**src/hdl/tezr_pkg.sv**
```systemverilog
// Types, codes and constants shared by the touch event edge zone router.
`timescale 1ns / 1ps

package tezr_pkg;

    localparam int SLOT_COUNT_DEF = 10;

    localparam int CFG_INDEX_W = 2;
    localparam int CFG_DATA_W  = 12;

    localparam logic [1:0] CFG_RIM_ENABLE   = 2'd0;
    localparam logic [1:0] CFG_SCREEN_WIDTH = 2'd1;
    localparam logic [1:0] CFG_RIM_WIDTH    = 2'd2;
    localparam logic [1:0] CFG_GUARD_WIDTH  = 2'd3;

    localparam logic [11:0] SCREEN_WIDTH_RST = 12'd1080;
    localparam logic [10:0] RIM_WIDTH_RST    = 11'd36;
    localparam logic [10:0] GUARD_WIDTH_RST  = 11'd70;

    localparam int BIT_PRESS  = 7;
    localparam int BIT_SCREEN = 6;
    localparam int BIT_PALM   = 4;

    localparam logic [3:0] KEY_NUM_MAX   = 4'd3;
    localparam logic [9:0] PALM_PRESSURE = 10'd1000;

    localparam logic [1:0] KIND_TOUCH   = 2'd0;
    localparam logic [1:0] KIND_RELEASE = 2'd1;
    localparam logic [1:0] KIND_KEY     = 2'd2;

    localparam logic TARGET_MAIN = 1'b0;
    localparam logic TARGET_RIM  = 1'b1;

    typedef enum logic [1:0] {
        ZONE_NEW    = 2'd0,
        ZONE_CENTER = 2'd1,
        ZONE_RIM    = 2'd2,
        ZONE_GUARD  = 2'd3
    } zone_t;

    typedef struct packed {
        logic        rim_enable;
        logic [11:0] screen_width;
        logic [10:0] rim_width;
        logic [10:0] guard_width;
    } cfg_t;

    typedef struct packed {
        logic [1:0]  kind;
        logic        target;
        logic [3:0]  slot;
        logic [11:0] pos_x;
        logic [11:0] pos_y;
        logic [7:0]  touch_size;
        logic [9:0]  touch_pressure;
        logic [1:0]  key_id;
        logic        key_pressed;
        logic        last;
    } result_t;

    typedef struct packed {
        logic    two;
        result_t first;
        result_t second;
    } pair_t;

endpackage

```
**src/hdl/tezr_ram.sv**
```systemverilog
// Generic single-port-write, single-port-read RAM with a registered read.
`timescale 1ns / 1ps

module tezr_ram #(
    parameter int WIDTH = 2,
    parameter int DEPTH = 10,
    parameter int AW    = (DEPTH > 1) ? $clog2(DEPTH) : 1
) (
    input  logic             clk,
    input  logic             we,
    input  logic [AW-1:0]    waddr,
    input  logic [WIDTH-1:0] wdata,
    input  logic [AW-1:0]    raddr,
    output logic [WIDTH-1:0] rdata
);

    logic [WIDTH-1:0] mem [DEPTH];

    always_ff @(posedge clk)
    begin
        if (we)
        begin
            mem[waddr] <= wdata;
        end
        rdata <= mem[raddr];
    end

endmodule

```
**src/hdl/tezr_cfg.sv**
```systemverilog
// Configuration register file of the touch event edge zone router.
`timescale 1ns / 1ps

module tezr_cfg (
    input  logic                                clk,
    input  logic                                rst_n,
    input  logic                                cfg_we,
    input  logic [tezr_pkg::CFG_INDEX_W-1:0]    cfg_index,
    input  logic [tezr_pkg::CFG_DATA_W-1:0]     cfg_data,
    output tezr_pkg::cfg_t                      cfg
);

    import tezr_pkg::*;

    cfg_t cfg_reg;

    always_ff @(posedge clk or negedge rst_n)
    begin
        if (!rst_n)
        begin
            cfg_reg.rim_enable   <= 1'b0;
            cfg_reg.screen_width <= SCREEN_WIDTH_RST;
            cfg_reg.rim_width    <= RIM_WIDTH_RST;
            cfg_reg.guard_width  <= GUARD_WIDTH_RST;
        end
        else if (cfg_we)
        begin
            unique case (cfg_index)
                CFG_RIM_ENABLE:   cfg_reg.rim_enable   <= cfg_data[0];
                CFG_SCREEN_WIDTH: cfg_reg.screen_width <= cfg_data[11:0];
                CFG_RIM_WIDTH:    cfg_reg.rim_width    <= cfg_data[10:0];
                CFG_GUARD_WIDTH:  cfg_reg.guard_width  <= cfg_data[10:0];
                default:          cfg_reg <= cfg_reg;
            endcase
        end
    end

    assign cfg = cfg_reg;

endmodule

```
**src/hdl/tezr_zone_ctrl.sv**
```systemverilog
// Record decode, slot zone memory read-modify-write and result pair building.
`timescale 1ns / 1ps

module tezr_zone_ctrl #(
    parameter int SLOT_COUNT = tezr_pkg::SLOT_COUNT_DEF
) (
    input  logic              clk,
    input  logic              rst_n,
    input  tezr_pkg::cfg_t    cfg,
    input  logic              in_valid,
    output logic              in_ready,
    input  logic [7:0]        status_byte,
    input  logic [7:0]        high_nibbles,
    input  logic [7:0]        x_low,
    input  logic [7:0]        y_low,
    input  logic [7:0]        major_byte,
    input  logic [7:0]        pressure_byte,
    output logic              pair_valid,
    input  logic              pair_ready,
    output tezr_pkg::pair_t   pair
);

    import tezr_pkg::*;

    localparam int AW = (SLOT_COUNT > 1) ? $clog2(SLOT_COUNT) : 1;

    function automatic logic in_band(input logic [11:0] x, input logic [11:0] sw,
                                     input logic [10:0] band);
        logic signed [13:0] hi;
        hi = $signed({2'b00, sw}) - $signed({3'b000, band});
        return (x < {1'b0, band}) || ($signed({2'b00, x}) > hi);
    endfunction

    logic [3:0]  nib;
    logic [3:0]  slot_num;
    logic        is_screen;
    logic        key_ok;
    logic        slot_ok;
    logic        accept;
    logic        b_stall;
    logic        b_fire;

    logic        b_valid_reg;
    logic        b_key_reg;
    logic [3:0]  b_slot_reg;
    logic [11:0] b_x_reg;
    logic [11:0] b_y_reg;
    logic [7:0]  b_size_reg;
    logic [7:0]  b_pres_reg;
    logic        b_press_reg;
    logic        b_palm_reg;

    logic [SLOT_COUNT-1:0] zone_valid_reg;
    logic                  fwd_en_reg;
    logic [AW-1:0]         fwd_addr_reg;
    zone_t                 fwd_zone_reg;

    logic [AW-1:0] b_addr;
    logic [AW-1:0] ram_raddr;
    logic [1:0]    ram_rdata;
    logic          we;

    zone_t   zone_cur;
    zone_t   zone_next;
    logic    rim_hit;
    logic    guard_hit;
    logic    pre_rel;
    logic    pre_tgt;
    logic    tgt;
    result_t main_res;
    result_t rel_res;

    assign nib       = status_byte[3:0];
    assign slot_num  = nib - 4'd1;
    assign is_screen = status_byte[BIT_SCREEN];
    assign key_ok    = !is_screen && (nib != 4'd0) && (nib <= KEY_NUM_MAX);
    assign slot_ok   = is_screen && (nib != 4'd0) && ({1'b0, slot_num} < 5'(SLOT_COUNT));

    assign b_stall    = b_valid_reg && !pair_ready;
    assign b_fire     = b_valid_reg && pair_ready;
    assign in_ready   = !b_stall;
    assign accept     = in_valid && in_ready;
    assign pair_valid = b_valid_reg;

    assign b_addr    = b_slot_reg[AW-1:0];
    assign ram_raddr = b_stall ? b_addr : slot_num[AW-1:0];
    assign we        = b_fire && !b_key_reg;

    tezr_ram #(
        .WIDTH(2),
        .DEPTH(SLOT_COUNT)
    ) u_zone_ram (
        .clk   (clk),
        .we    (we),
        .waddr (b_addr),
        .wdata (2'(zone_next)),
        .raddr (ram_raddr),
        .rdata (ram_rdata)
    );

    always_comb
    begin
        if (fwd_en_reg && (fwd_addr_reg == b_addr))
        begin
            zone_cur = fwd_zone_reg;
        end
        else if (zone_valid_reg[b_addr])
        begin
            zone_cur = zone_t'(ram_rdata);
        end
        else
        begin
            zone_cur = ZONE_NEW;
        end

        rim_hit   = in_band(b_x_reg, cfg.screen_width, cfg.rim_width);
        guard_hit = !rim_hit && in_band(b_x_reg, cfg.screen_width, cfg.guard_width);

        zone_next = zone_cur;
        pre_rel   = 1'b0;
        pre_tgt   = TARGET_MAIN;
        tgt       = TARGET_MAIN;

        if (cfg.rim_enable && !b_key_reg)
        begin
            unique case (zone_cur)
                ZONE_RIM:
                begin
                    if (rim_hit)
                    begin
                        tgt = TARGET_RIM;
                    end
                    else
                    begin
                        pre_rel   = 1'b1;
                        pre_tgt   = TARGET_RIM;
                        zone_next = guard_hit ? ZONE_GUARD : ZONE_CENTER;
                    end
                end
                ZONE_CENTER:
                begin
                    tgt = TARGET_MAIN;
                end
                ZONE_GUARD:
                begin
                    if (rim_hit)
                    begin
                        pre_rel   = 1'b1;
                        pre_tgt   = TARGET_MAIN;
                        zone_next = ZONE_RIM;
                        tgt       = TARGET_RIM;
                    end
                    else if (!guard_hit)
                    begin
                        zone_next = ZONE_CENTER;
                    end
                end
                ZONE_NEW:
                begin
                    zone_next = rim_hit ? ZONE_RIM : (guard_hit ? ZONE_GUARD : ZONE_CENTER);
                    tgt       = rim_hit ? TARGET_RIM : TARGET_MAIN;
                end
            endcase
        end

        main_res      = '0;
        main_res.last = 1'b1;
        if (b_key_reg)
        begin
            main_res.kind        = KIND_KEY;
            main_res.key_id      = b_slot_reg[1:0];
            main_res.key_pressed = b_press_reg;
        end
        else if (b_press_reg)
        begin
            main_res.kind           = KIND_TOUCH;
            main_res.target         = tgt;
            main_res.slot           = b_slot_reg;
            main_res.pos_x          = b_x_reg;
            main_res.pos_y          = b_y_reg;
            main_res.touch_size     = b_size_reg;
            main_res.touch_pressure = b_palm_reg ? PALM_PRESSURE : {2'b00, b_pres_reg};
        end
        else
        begin
            main_res.kind   = KIND_RELEASE;
            main_res.target = tgt;
            main_res.slot   = b_slot_reg;
            zone_next       = ZONE_NEW;
        end

        rel_res        = '0;
        rel_res.kind   = KIND_RELEASE;
        rel_res.target = pre_tgt;
        rel_res.slot   = b_slot_reg;

        pair.two    = pre_rel;
        pair.first  = pre_rel ? rel_res : main_res;
        pair.second = main_res;
    end

    always_ff @(posedge clk or negedge rst_n)
    begin
        if (!rst_n)
        begin
            b_valid_reg    <= 1'b0;
            fwd_en_reg     <= 1'b0;
            zone_valid_reg <= '0;
        end
        else
        begin
            if (in_ready)
            begin
                b_valid_reg <= accept && (key_ok || slot_ok);
            end
            fwd_en_reg <= we;
            if (we)
            begin
                zone_valid_reg[b_addr] <= 1'b1;
            end
        end
    end

    always_ff @(posedge clk)
    begin
        if (accept)
        begin
            b_key_reg   <= !is_screen;
            b_slot_reg  <= slot_num;
            b_x_reg     <= {high_nibbles[3:0], x_low};
            b_y_reg     <= {high_nibbles[7:4], y_low};
            b_size_reg  <= major_byte;
            b_pres_reg  <= pressure_byte;
            b_press_reg <= status_byte[BIT_PRESS];
            b_palm_reg  <= status_byte[BIT_PALM];
        end
        if (we)
        begin
            fwd_addr_reg <= b_addr;
            fwd_zone_reg <= zone_next;
        end
    end

endmodule

```
**src/hdl/tezr_out_buf.sv**
```systemverilog
// Two-entry output holding register that drains a result pair one item at a time.
`timescale 1ns / 1ps

module tezr_out_buf (
    input  logic               clk,
    input  logic               rst_n,
    input  logic               pair_valid,
    output logic               pair_ready,
    input  tezr_pkg::pair_t    pair,
    output logic               out_valid,
    input  logic               out_ready,
    output tezr_pkg::result_t  res
);

    import tezr_pkg::*;

    logic [1:0] cnt_reg;
    logic [1:0] cnt_next;
    result_t    res0_reg;
    result_t    res1_reg;
    logic       load;
    logic       take;

    assign out_valid  = (cnt_reg != 2'd0);
    assign pair_ready = (cnt_reg == 2'd0) || ((cnt_reg == 2'd1) && out_ready);
    assign load       = pair_valid && pair_ready;
    assign take       = out_valid && out_ready;
    assign res        = res0_reg;

    always_comb
    begin
        if (load)
        begin
            cnt_next = pair.two ? 2'd2 : 2'd1;
        end
        else if (take)
        begin
            cnt_next = cnt_reg - 2'd1;
        end
        else
        begin
            cnt_next = cnt_reg;
        end
    end

    always_ff @(posedge clk or negedge rst_n)
    begin
        if (!rst_n)
        begin
            cnt_reg <= 2'd0;
        end
        else
        begin
            cnt_reg <= cnt_next;
        end
    end

    always_ff @(posedge clk)
    begin
        if (load)
        begin
            res0_reg <= pair.first;
            res1_reg <= pair.second;
        end
        else if (take && (cnt_reg == 2'd2))
        begin
            res0_reg <= res1_reg;
        end
    end

endmodule

```
**src/hdl/touch_event_edge_zone_router_unit.sv**
```systemverilog
// Top level of the touch event edge zone router.
`timescale 1ns / 1ps

// The input channel (in_valid/in_ready) takes one six-byte touch record per item.
// The output channel (out_valid/out_ready) gives one report per item; a record
// yields zero, one or two reports, and the final one of a record has last set.
// Key records and bad slot ids are checked on entry; dropped records give nothing.
// A record accepted is registered in the decode stage and its report then in the
// output register, where it can be taken. Each record reads its slot zone from a
// small synchronous memory as it is accepted and writes it back as it leaves the
// decode stage, with forwarding between back-to-back records on the same slot.
// Throughput is one record per cycle while out_ready stays high and each record
// yields one report; a zone change holds the next record until the two-entry output
// register has drained its first report, one report per cycle while out_ready is high.
// The configuration port writes a register at any edge with cfg_we high; the user
// must use it only while the block is idle, which the block does not enforce.
// Reset restores the register defaults and marks every slot as new at once.
// When the receiver stalls, the output register holds its report, the stage
// behind it holds its record and re-reads its zone, and in_ready falls.
module touch_event_edge_zone_router_unit #(
    parameter int SLOT_COUNT = tezr_pkg::SLOT_COUNT_DEF
) (
    input  logic                                clk,
    input  logic                                rst_n,
    input  logic                                cfg_we,
    input  logic [tezr_pkg::CFG_INDEX_W-1:0]    cfg_index,
    input  logic [tezr_pkg::CFG_DATA_W-1:0]     cfg_data,
    input  logic                                in_valid,
    output logic                                in_ready,
    input  logic [7:0]                          status_byte,
    input  logic [7:0]                          high_nibbles,
    input  logic [7:0]                          x_low,
    input  logic [7:0]                          y_low,
    input  logic [7:0]                          major_byte,
    input  logic [7:0]                          pressure_byte,
    output logic                                out_valid,
    input  logic                                out_ready,
    output logic [1:0]                          kind,
    output logic                                target,
    output logic [3:0]                          slot,
    output logic [11:0]                         pos_x,
    output logic [11:0]                         pos_y,
    output logic [7:0]                          touch_size,
    output logic [9:0]                          touch_pressure,
    output logic [1:0]                          key_id,
    output logic                                key_pressed,
    output logic                                last
);

    import tezr_pkg::*;

    cfg_t    cfg;
    pair_t   pair;
    logic    pair_valid;
    logic    pair_ready;
    result_t res;

    tezr_cfg u_cfg (
        .clk       (clk),
        .rst_n     (rst_n),
        .cfg_we    (cfg_we),
        .cfg_index (cfg_index),
        .cfg_data  (cfg_data),
        .cfg       (cfg)
    );

    tezr_zone_ctrl #(
        .SLOT_COUNT(SLOT_COUNT)
    ) u_zone_ctrl (
        .clk           (clk),
        .rst_n         (rst_n),
        .cfg           (cfg),
        .in_valid      (in_valid),
        .in_ready      (in_ready),
        .status_byte   (status_byte),
        .high_nibbles  (high_nibbles),
        .x_low         (x_low),
        .y_low         (y_low),
        .major_byte    (major_byte),
        .pressure_byte (pressure_byte),
        .pair_valid    (pair_valid),
        .pair_ready    (pair_ready),
        .pair          (pair)
    );

    tezr_out_buf u_out_buf (
        .clk        (clk),
        .rst_n      (rst_n),
        .pair_valid (pair_valid),
        .pair_ready (pair_ready),
        .pair       (pair),
        .out_valid  (out_valid),
        .out_ready  (out_ready),
        .res        (res)
    );

    assign kind           = res.kind;
    assign target         = res.target;
    assign slot           = res.slot;
    assign pos_x          = res.pos_x;
    assign pos_y          = res.pos_y;
    assign touch_size     = res.touch_size;
    assign touch_pressure = res.touch_pressure;
    assign key_id         = res.key_id;
    assign key_pressed    = res.key_pressed;
    assign last           = res.last;

endmodule

```
**config.mk**
```make
export PLATFORM = sky130hd
export DESIGN_NAME = touch_event_edge_zone_router_unit
export DESIGN_NICKNAME = d
export VERILOG_FILES = /design/src/hdl/tezr_pkg.sv /design/src/hdl/tezr_ram.sv /design/src/hdl/tezr_cfg.sv /design/src/hdl/tezr_zone_ctrl.sv /design/src/hdl/tezr_out_buf.sv /design/src/hdl/touch_event_edge_zone_router_unit.sv
export SDC_FILE = /design/constraint.sdc
export NUM_CORES = 1
export LEC_CHECK = 0
export BUFFER_PORTS_ARGS = -buffer_cell sky130_fd_sc_hd__clkbuf_2
export CORE_UTILIZATION = 25
export DETAILED_ROUTE_END_ITERATION = 8
export SYNTH_ARGS = -nofsm -noshare
export SYNTH_HDL_FRONTEND = slang
export SYNTH_SLANG_ARGS = --single-unit
```
**constraint.sdc**
```tcl
create_clock -name clk -period 5.9 [get_ports clk]
set_input_delay 0.295 -clock clk [delete_from_list [all_inputs] [get_ports clk]]
set_output_delay 0.295 -clock clk [all_outputs]
set_load 0.02 [all_outputs]
```
==> results of run 1 <==
## per-layer routing
| metal | vias up | global-route usage [%] |
|---|---|---|
| met5 | - | 0 |
| met4 | 6 | 3.55 |
| met3 | 34 | 2.41 |
| met2 | 130 | 19.6 |
| met1 | 3423 | 13.4 |
| li1 | 3451 | - |
## worst reg2reg max path, delay by kind of cell, from the launching register on
kind,cells,cell delay [ns]
AOI/OAI and AO/OA,10,2.23
and+or+nand+nor,1,0.16
muxes,1,0.29
DFF,1,0.52
adders and majority gates,2,0.58
buffers and inverters,2,0.52
xor gates and xnor gates,1,0.18
## final cells by class
| cell class | instances | area share (%) |
|---|---|---|
| diodes | 4 | 0.0743 |
| clock buffers | 28 | 4.80 |
| clock inverters | 16 | 1.51 |
| inverters | 42 | 1.19 |
| multi-input cells | 552 | 30.0 |
| flip-flops and latches | 227 | 48.7 |
| well taps | 585 | 5.43 |
| repair buffers | 174 | 8.30 |
## path summary, 6_finish.rpt
check | slack (ns) | to | startpoint | cells after the start
min | 0.03 | u_zone_ctrl.pair_valid | in_valid | 3
min reg2reg | 0.46 | u_zone_ctrl.zone_valid_reg[4] | u_zone_ctrl.zone_valid_reg[4] | 1
min in group asynchronous | 0.40 | u_zone_ctrl.pair_valid | rst_n | 3
max | 1.13 | u_out_buf.res[31] | u_cfg.cfg[13] | 17
max reg2reg | 1.13 | u_out_buf.res[31] | u_cfg.cfg[13] | 17
max in group asynchronous | 5.04 | u_cfg.cfg[11] | rst_n | 3
## power breakdown
part	internal, uW	switching, uW
sequential	2310	193
combinational	798	1250
clock	1000	608
total	4100	2050
## cell families after synthesis
kind of cell / after synthesis / synth area share [%]
simple gates: 251 / 11.1
flops: 227 / 60.3
compound gates: 146 / 8.73
fa+ha+maj: 72 / 8.41
buf+inv: 70 / 2.79
mux: 57 / 6.62
xor+xnor: 26 / 2.09
## metrics by stage
stage               hold WS [ns]  utilization (%)  cells  cell area, um2  setup slack (ns)
finish                    0.0293             31.4   1628           13500              1.13
detailed placement         0.437             28.3   1535           12200              1.09
floorplan              -0.000591                -    849           10900             0.752
global route              0.0226             31.3   1624           13500             0.750
global placement           0.428             28.3   1535           12200              1.12
CTS                     0.000459             31.3   1624           13500              1.07
## layout by cell type (no fill, tap or decap), types with 29 or more instances in the layout
cell           instances
and2_1                42
clkbuf_2             120
dfrtp_1               40
dlygate4sd3_1         45
edfxtp_1             176
ha_1                  70
inv_1                 41
mux2_2                44
nand2_1              108
nor2_1                29
o21ai_0               50
## synthesized netlist by cell type, drive strengths merged, types with 9 or more instances
master	instances	share of area, %
dfrtp	40	9.2
nor2b	12	0.69
xnor2	12	0.96
a21o	10	0.69
a211oi	12	0.83
edfxtp	176	49
xor2	14	1.1
or2	14	0.80
nand2	108	3.7
clkbuf	17	0.59
inv	42	1.4
mux2	44	4.5
nor3	13	0.60
dfstp	9	2.2
a21oi	28	1.3
nor2	29	1.0
buf	11	0.76
o21ai	61	3.0
ha	70	8.0
and2	43	2.5
nand2b	10	0.57
==> metrics, run 1 <==
Max Freq=210 MHz; die footprint=44400 um2; delay-heaviest family, CP=compound AO/OA/AOI/OAI gates; max layer used=met5; share of layout cells above drive strength 1=24.0%; Area Overhead vs Synth=23.7%; PD cells=457 nW/um2; wire length on met2=11.9 mm; Final Net Count=1160; largest net degree at the start of global routing=86; Required @ worst endpoint=6.14 ns; H-tree level count=1; crit path kind=reg2reg; Post-CTS Setup Bufs=0; # hold bufs at CTS=45; detailed placer's ending HPWL=16.7 mm; Clock Skews=0.0130 ns; GRT Overall Usage=11.1%; vias in the first global route=7260; CP Capture Type=flip-flop; CP max-delay cell=dfstp_2; FP Rows=76; synthesized area per cell=12.8 um2; total power draw=6160 uW; io pins=122; clock buffer depth=3; core area=43000 um2; crit path buf inv count=2; Largest register FFs=52; via/cell ratio=4.33; Worst-path clk slew=0.06 ns; antenna violations before repair=5; CTS root buf=clkbuf_16; fill count=4316; first-pass GRT wire length=38.8 mm; Chip Width=211 um; Post-synth top flop=edfxtp_1; Hold Fails Final Rpt=0; Post-Syn Instances=849; Max Slew Vio Count=0; setup TNS=0 ns; outcome=finished clean; WL/cell=15.0 um; Final setup viols=0; Routed Antenna Nets=0; flops & latches, synth=227; Slew headroom=35.1%; Ys Warns=0; DR iter-0 viols=411; async set or reset register ratio after synthesis=21.6%; Metal-1 WL=10.6 mm; DRT Pass-1 Iters=5; Clock Latency Late Sink=0.52 ns; Die Ht=211 um; drt total wl=24.4 mm; syn_nets=988; crit-path cells=inv_1 -> ha_1 -> nor2b_1 -> o31ai_1 -> a21oi_1 -> a21o_1 -> a21o_1 -> a21oi_1 -> xor2_1 -> ha_1 -> o21a_1 -> a211oi_1 -> a211oi_1 -> a311oi_4 -> mux2i_4 -> buf_4 -> o21ai_0; Worst VDD drop=0.000188 V; register area share after synthesis=60.3%; Slew @ Worst Pin=0.973 ns; Reg area=6560 um2; max cap viols=0; PortBufs=120; # DRC=0; Post-synth EDFFs=176; GPL Wtd Cong=0.859; Hold Crit Class=in2reg; met3 WL=1.35 mm; post-CTS sizing=0; minimum clock period=4.77 ns; Initial Util=25.3%; Vias=7044; Largest stage delay, worst path=0.52 ns; critical path peak fanout=45; Unique masters post-synth=60; final cycle utilization of the critical path=80.8%; RSZ-0062 raised after global routing=false; Post-Synthesis Cell Area=10900 um2; Multi-input gate area=4040 um2; cts bufs inserted=24; Pleak=0.00536 uW; total grt overflow=0; Startpoint Class=flip-flop; clock tree sinks=227; CTS tree=yes; Crit path arrival time=5.01 ns
Power figures use the tool's default switching activity.
==> run 2, diff against run 1 <==
ABC_AREA = 1   (was not set)
clock period = 4.55 ns   (was 5.9 ns; I/O delays follow)
==> run 2 against run 1 <==
Net effect:
- sequential cell count is the same
- non-clock buffer count is 15 higher
- design area is 2.8% higher
- final cell count increased by 17%
- hold slack is essentially flat
- synthesized area increased by 2.8%
- combinational power increased by 43%
- first-iteration DRC count rose by 22%
- sequential power is 35% higher
- critical endpoint is now u_out_buf.res[33]
- via count up 14%
- critical path depth is 7 higher
- largest power group unchanged
==> metrics, run 2 <==
outcome=finished clean; clock tree sinks=227; Initial Util=25.3%; PortBufs=120; total power draw=8380 uW; CP Capture Type=flip-flop; DRT Pass-1 Iters=5; # DRC=0; Die Ht=214 um; register area share after synthesis=58.6%; register share of total power=40.4%; worst hold slack=0.0295 ns; # hold bufs at CTS=57; Final Net Count=1426; die footprint=45600 um2; Post-Synthesis Cell Area=11200 um2; setup TNS=0 ns; Chip Width=214 um; max cap viols=0; Clock Skews=0.0186 ns; clock buffer depth=3; top post-synthesis cells by area=edfxtp_1 47%, nand2_1 9.7%, dfrtp_1 8.9%; async set or reset register ratio after synthesis=21.6%; Pleak=0.00608 uW; FP Rows=77; antenna cells=0; PD cells=604 nW/um2; Slew headroom=37.1%; pre-CTS setup slack=0.599 ns; io pins=122; Clock Latency Late Sink=0.56 ns; Post-CTS Setup Bufs=0; Max Freq=252 MHz; fill count=4500; post-CTS sizing=0; Largest stage delay, worst path=0.53 ns; first-pass GRT wire length=40.9 mm; DR iter-0 viols=501; Max Slew Vio Count=0; commonest cells in the netlist=290 x nand2_1, 176 x edfxtp_1, 114 x inv_1, 97 x nor2_1, 71 x o21ai_0; Post-synth top flop=edfxtp_1; core area=44200 um2; register-to-register setup slack=0.58 ns; minimum clock period=3.97 ns; CTS root buf=clkbuf_16; via/cell ratio=4.24; H-tree level count=1; combinational share of power=35.0%; commonest non-fill, non-tap cell in the layout=nand2_1; total grt overflow=0; detailed placer's ending HPWL=18.6 mm; Routed Antenna Nets=0; Worst setup startpoint=u_cfg.cfg[13]; CTS tree=yes; Startpoint Class=flip-flop; Area Overhead vs Synth=23.8%; Worst path most repeated cell=nand2_1; r2r endpoint=u_out_buf.res[33]; Ys Warns=0; Unique masters post-synth=49; vias in the first global route=7826; crit-path cells=inv_1 -> ha_1 -> nand2_1 -> nand2_1 -> a31oi_1 -> inv_1 -> a21o_1 -> nand2_1 -> a22oi_1 -> xor2_1 -> ha_1 -> nand2_1 -> inv_1 -> nand2_1 -> nand2_1 -> a21oi_1 -> nand3_1 -> nand2_1 -> nand3_1 -> nand2_2 -> nand3_4 -> buf_12 -> nand3_1 -> nand2_1; Vias=8054; Worst-path clk slew=0.06 ns; reg2reg path depth=24; RSZ-0062 raised after global routing=false; Crit path arrival time=4.28 ns; GPL Wtd Cong=0.831; Required @ worst endpoint=4.86 ns; WL/cell=13.8 um; share of layout cells above drive strength 1=16.8%; switch share=37.2%; crit path kind=reg2reg; crit path to=u_out_buf.res[33]; GRT Overall Usage=11.4%; clock share of power=24.6%; Largest register FFs=52; commonest non-fill, non-tap cells in the layout=288 x nand2_1, 176 x edfxtp_1, 120 x clkbuf_2; flops & latches, synth=227; cts bufs inserted=25; Post-Syn Instances=1105; Hold Crit Class=in2reg; largest net degree at the start of global routing=71; setup ws final=0.579 ns; reg2reg start=u_cfg.cfg[13]; Pint=5260 uW; antenna violations before repair=0; synthesized area per cell=10.1 um2; syn_nets=1244; most frequent cell after synthesis=nand2_1; top-area cell type share of the netlist area=47.2%; Slew @ Worst Pin=0.940 ns; net switching power figure=3120 uW; critical path peak fanout=22; CP max-delay cell=dfstp_2; Synth area leader=edfxtp_1; drt total wl=26.2 mm; final cycle utilization of the critical path=87.3%; Hold Fails Final Rpt=0; Worst VDD drop=0.000345 V; Final setup viols=0; Post-synth EDFFs=176
[run 2: cell types whose count changed in the layout (fill, tap and decap cells not counted), moves of 10 or more]
cell,previous run,this run
and2_1,42,0
o21ai_0,50,71
nand3_1,6,55
nor2_1,29,97
nand3_2,0,10
dlygate4sd3_1,45,57
inv_1,41,113
nor2b_1,11,0
mux2_2,44,0
nand2_1,108,288
a211oi_1,12,1
[run 2: area by class of cell]
type,instances,area [um2],share of cell area (%)
inverters,121,458,3.30
clock inverters,11,124,0.894
clock buffers,35,713,5.15
multi-input cells,723,3990,28.8
well taps,592,741,5.34
repair buffers,189,1270,9.19
flip-flops and latches,227,6560,47.4
[run 2: cells by family (layout without fill, tap and decap cells)]
family / after synthesis / in the layout / share of synthesized area [%]
buffers and inverters: 155 / 356 / 5.82
AO/OA/AOI/OAI: 143 / 143 / 7.22
XOR/XNOR: 23 / 23 / 1.80
flip-flops: 227 / 227 / 58.6
adder cells (fa/ha/maj): 72 / 72 / 8.18
AND/OR/NAND/NOR: 485 / 485 / 18.4
[run 2: worst min-delay path by stage]
stage | startpoint | to | slack [ns] | cells past startpoint
after floorplan | rst_n | u_cfg.cfg[0] | -0.07 | 0
after global placement | rst_n | u_cfg.cfg[14] | 0.38 | 2
after detailed placement | rst_n | u_cfg.cfg[14] | 0.40 | 2
after CTS | cfg_data[0] | u_cfg.cfg[11] | 0.03 | 3
after global routing | cfg_data[0] | u_cfg.cfg[0] | 0.04 | 3
final | cfg_data[0] | u_cfg.cfg[0] | 0.03 | 3
[run 2: per-stage QoR]
| step | area (um2) | util (%) | cells |
|---|---|---|---|
| 6_report | 13900 | 31.3 | 1898 |
| 5_1_grt | 13900 | 31.3 | 1898 |
| 4_1_cts | 13900 | 31.3 | 1898 |
| 3_5_place_dp | 12500 | 28.2 | 1795 |
| 3_3_place_gp | 12500 | 28.2 | 1795 |
| 2_1_floorplan | 11200 | - | 1105 |
[run 2: critical path: cells and delay by family (launching register included)]
kind                     cells  cell delay, ns
AO/OA/AOI/OAI                4            0.60
flip-flops                   1            0.53
adder cells (fa/ha/maj)      2            0.65
XOR/XNOR                     1            0.15
AND/OR/NAND/NOR             13            1.29
buffers and inverters        4            0.48
[run 2: power groups by stage]
stage,sequential (uW),combinational (uW),clock (uW)
2_1_floorplan,3610,1820,0
3_3_place_gp,3420,2860,0
3_5_place_dp,3430,2910,0
4_1_cts,3390,2970,2120
5_1_grt,3450,3340,2190
6_report,3380,2930,2060
[run 2: routing by layer]
layer,GRT usage (%),vias to the layer above,wire length (um)
met1,15.3,3744,12200
met4,2.64,0,602
li1,-,4077,-
met5,0,-,0
met2,18.5,192,11900
met3,2.56,41,1490
==> run 3, diff against run 2 <==
SYNTH_HIERARCHICAL = 1   (was not set)
==> run 3 against run 2 <==
Net effect:
- design area rose by 2.2%
- largest power group unchanged
- worst setup slack got worse by 0.070 ns
- clock skew is 0.0080 ns lower
- register-to-register slack got worse by 0.07 ns
- critical endpoint is now u_out_buf/res[7]
==> metrics, run 3 <==
XOR/XNOR Fraction of Synth Area=1.65%; RSZ-0062 raised after global routing=false; Slew headroom=18.0%; final cycle utilization of the critical path=88.8%; io pins=122; Synth area leader=edfxtp_1; via/cell ratio=4.25; Hold Path Depth=3; Synth Area in Compound Gates=4.69%; critical path peak fanout=19; CTS root buf=clkbuf_16; Core Util, Final=31.0%; largest family of logic cells by synthesized area=simple AND/OR/NAND/NOR gates; total grt overflow=0; DR iter-0 viols=446; Startpoint Class=flip-flop; reg2reg path depth=23; minimum clock period=4.04 ns; Routed Antenna Nets=0; Layout Cells excl Fill=2007; Worst-path clk slew=0.06 ns; die footprint=47700 um2; WL/cell=13.4 um; commonest non-fill, non-tap cells in the layout=406 x nand2_1, 179 x edfxtp_1, 147 x inv_1; syn_nets=1359; clock tree sinks=230; Post-synth EDFFs=179; crit path kind=reg2reg; FP Rows=78; register-to-register setup slack=0.51 ns; synthesized area per cell=9.59 um2; max cap viols=0; Max Freq=247 MHz; cts bufs inserted=25; register area share after synthesis=56.8%; Post-Syn Instances=1220; Clock Skews=0.0106 ns; async set or reset register ratio after synthesis=21.3%; commonest cells in the netlist=406 x nand2_1, 179 x edfxtp_1, 147 x inv_1, 86 x nor2_1, 70 x ha_1; vias in the first global route=8643; Crit path arrival time=4.32 ns; clock buffer depth=3; detailed placer's ending HPWL=19.0 mm; Initial Util=25.6%; commonest non-fill, non-tap cell in the layout=nand2_1; top post-synthesis cells by area=edfxtp_1 46%, nand2_1 13%, dfrtp_1 8.6%; CTS tree=yes; Required @ worst endpoint=4.83 ns; reg2reg start=u_cfg/cfg[11]; Final Net Count=1526; r2r endpoint=u_out_buf/res[7]; Unique masters post-synth=44; # DRC=0; Post-Synthesis Cell Area=11700 um2; worst hold slack=0.0299 ns; CP Capture Type=flip-flop; setup TNS=0 ns; mux share of post-synthesis cell area=0%; Post-CTS Setup Bufs=0; Chip Width=218 um; Hold Fails Final Rpt=0; Post-synth top flop=edfxtp_1; Max Slew Vio Count=0; Ys Warns=6; top-area cell type share of the netlist area=45.9%; Area Overhead vs Synth=21.1%; flops & latches, synth=230; Pleak=0.00662 uW; GPL Wtd Cong=0.841; worst hold endpoint=u_cfg/cfg[34]; setup ws final=0.509 ns; H-tree level count=1; core area=45800 um2; Slew @ Worst Pin=1.23 ns; outcome=finished clean; PortBufs=120; dpl cells=1903; Clock Latency Late Sink=0.53 ns; fill count=4741; Hold Path Origin=cfg_data[0]; Simple-Gate Fraction of Synth Area=20.9%; first-pass GRT wire length=43.4 mm; Die Ht=218 um; Final setup viols=0; PD cells=564 nW/um2; DRT Pass-1 Iters=5; Vias=8529; most frequent cell after synthesis=nand2_1; Synth Area in Adders=7.83%; GRT Overall Usage=11.3%; Worst VDD drop=0.000364 V; pre-CTS setup slack=0.472 ns; Hold Crit Class=in2reg; drt total wl=26.9 mm; share of layout cells above drive strength 1=14.5%; antenna violations before repair=4; largest net degree at the start of global routing=70
## run 3: cell types whose count changed after synthesis, moves of 15 or more
cell / change
nand4_1: +36
nand2_1: +116
buf_4: +21
nand3_1: -22
o21ai_0: -38
clkbuf_1: -15
inv_1: +33
## run 3: cells by family (layout without fill, tap and decap cells)
group / Yosys count / count (layout)
buffers and inverters: 206 / 390
adders and majority gates: 72 / 72
other: 1 / 4
AOI/OAI and AO/OA: 97 / 97
and+or+nand+nor: 592 / 592
xor gates and xnor gates: 22 / 22
DFF: 230 / 230
## run 3: worst max-delay path by stage
| stage | start | endpoint | slack (ns) | cells past startpoint |
|---|---|---|---|---|
| 5_1_grt | u_cfg/cfg[13] | u_out_buf/res[36] | 0.06 | 23 |
| 4_1_cts | u_cfg/cfg[13] | u_out_buf/res[36] | 0.45 | 23 |
| 3_3_place_gp | u_cfg/cfg[13] | u_out_buf/res[7] | 0.53 | 22 |
| 3_5_place_dp | u_cfg/cfg[13] | u_out_buf/res[36] | 0.47 | 23 |
| 2_1_floorplan | u_cfg/cfg[11] | u_out_buf/cnt_reg[1] | 1.03 | 21 |
| 6_report | u_cfg/cfg[11] | u_out_buf/res[7] | 0.51 | 23 |
## run 3: metal layers
metal / vias up / routed length, um / share of wire [%] / GRT usage, %
met4: 2 / 613 / 2.3 / 3.64
met1: 3969 / 12400 / 46 / 14.5
met5: - / 10 / 0.037 / 0
li1: 4333 / - / - / -
met3: 38 / 1500 / 5.6 / 2.20
met2: 187 / 12400 / 46 / 18.9
## run 3: critical path, cell delays in order (launching register included)
cell and delay (ns):
dfrtp_1 0.40, ha_1 0.25, fa_1 0.42, o21ai_0 0.29, a21oi_1 0.17, o21bai_1 0.22
xnor2_1 0.11, ha_1 0.30, nand2_1 0.07, nor2_1 0.15, o21ai_0 0.11, nand2_1 0.07
nand2_1 0.05, nand2_1 0.05, nand2_1 0.05, nand2_1 0.05, nand2_1 0.11, nand2_1 0.13
nand2_1 0.11, nand2_4 0.26, buf_4 0.23, nor2_1 0.05, nand2_1 0.07, nand2_1 0.06
## run 3: stage by stage
stage          area, um2  power [uW]
2_1_floorplan      11700        5300
3_3_place_gp       12800        5990
3_5_place_dp       12800        6080
4_1_cts            14200        8100
5_1_grt            14200        8590
6_report           14200        7990
## run 3: area by class of cell
type                       instances  area [um2]  area share [%]
antenna                            3        7.51          0.0530
timing repair buffer             188        1270            8.94
sequential                       230        6650            46.9
inverter                         158         596            4.20
multi-input combinational        784        4120            29.0
tap                              600         751            5.30
clock buffer                      35         713            5.03
clock inverter                     9        68.8           0.486
## run 3: timing repair
item | 4_1_cts | 5_1_grt
hold buffers | 57 | 0
endpoints found under the setup margin | 0 | 26
gates resized for setup | 0 | 1
endpoints found under the hold margin | 116 | 0
## run 3: report_power, final
| part | internal, uW | total (uW) | switching [uW] |
|---|---|---|---|
| registers | 3050 | 3300 | 254 |
| clock network | 1140 | 1930 | 785 |
| logic | 893 | 2750 | 1860 |
| total | 5090 | 7990 | 2900 |
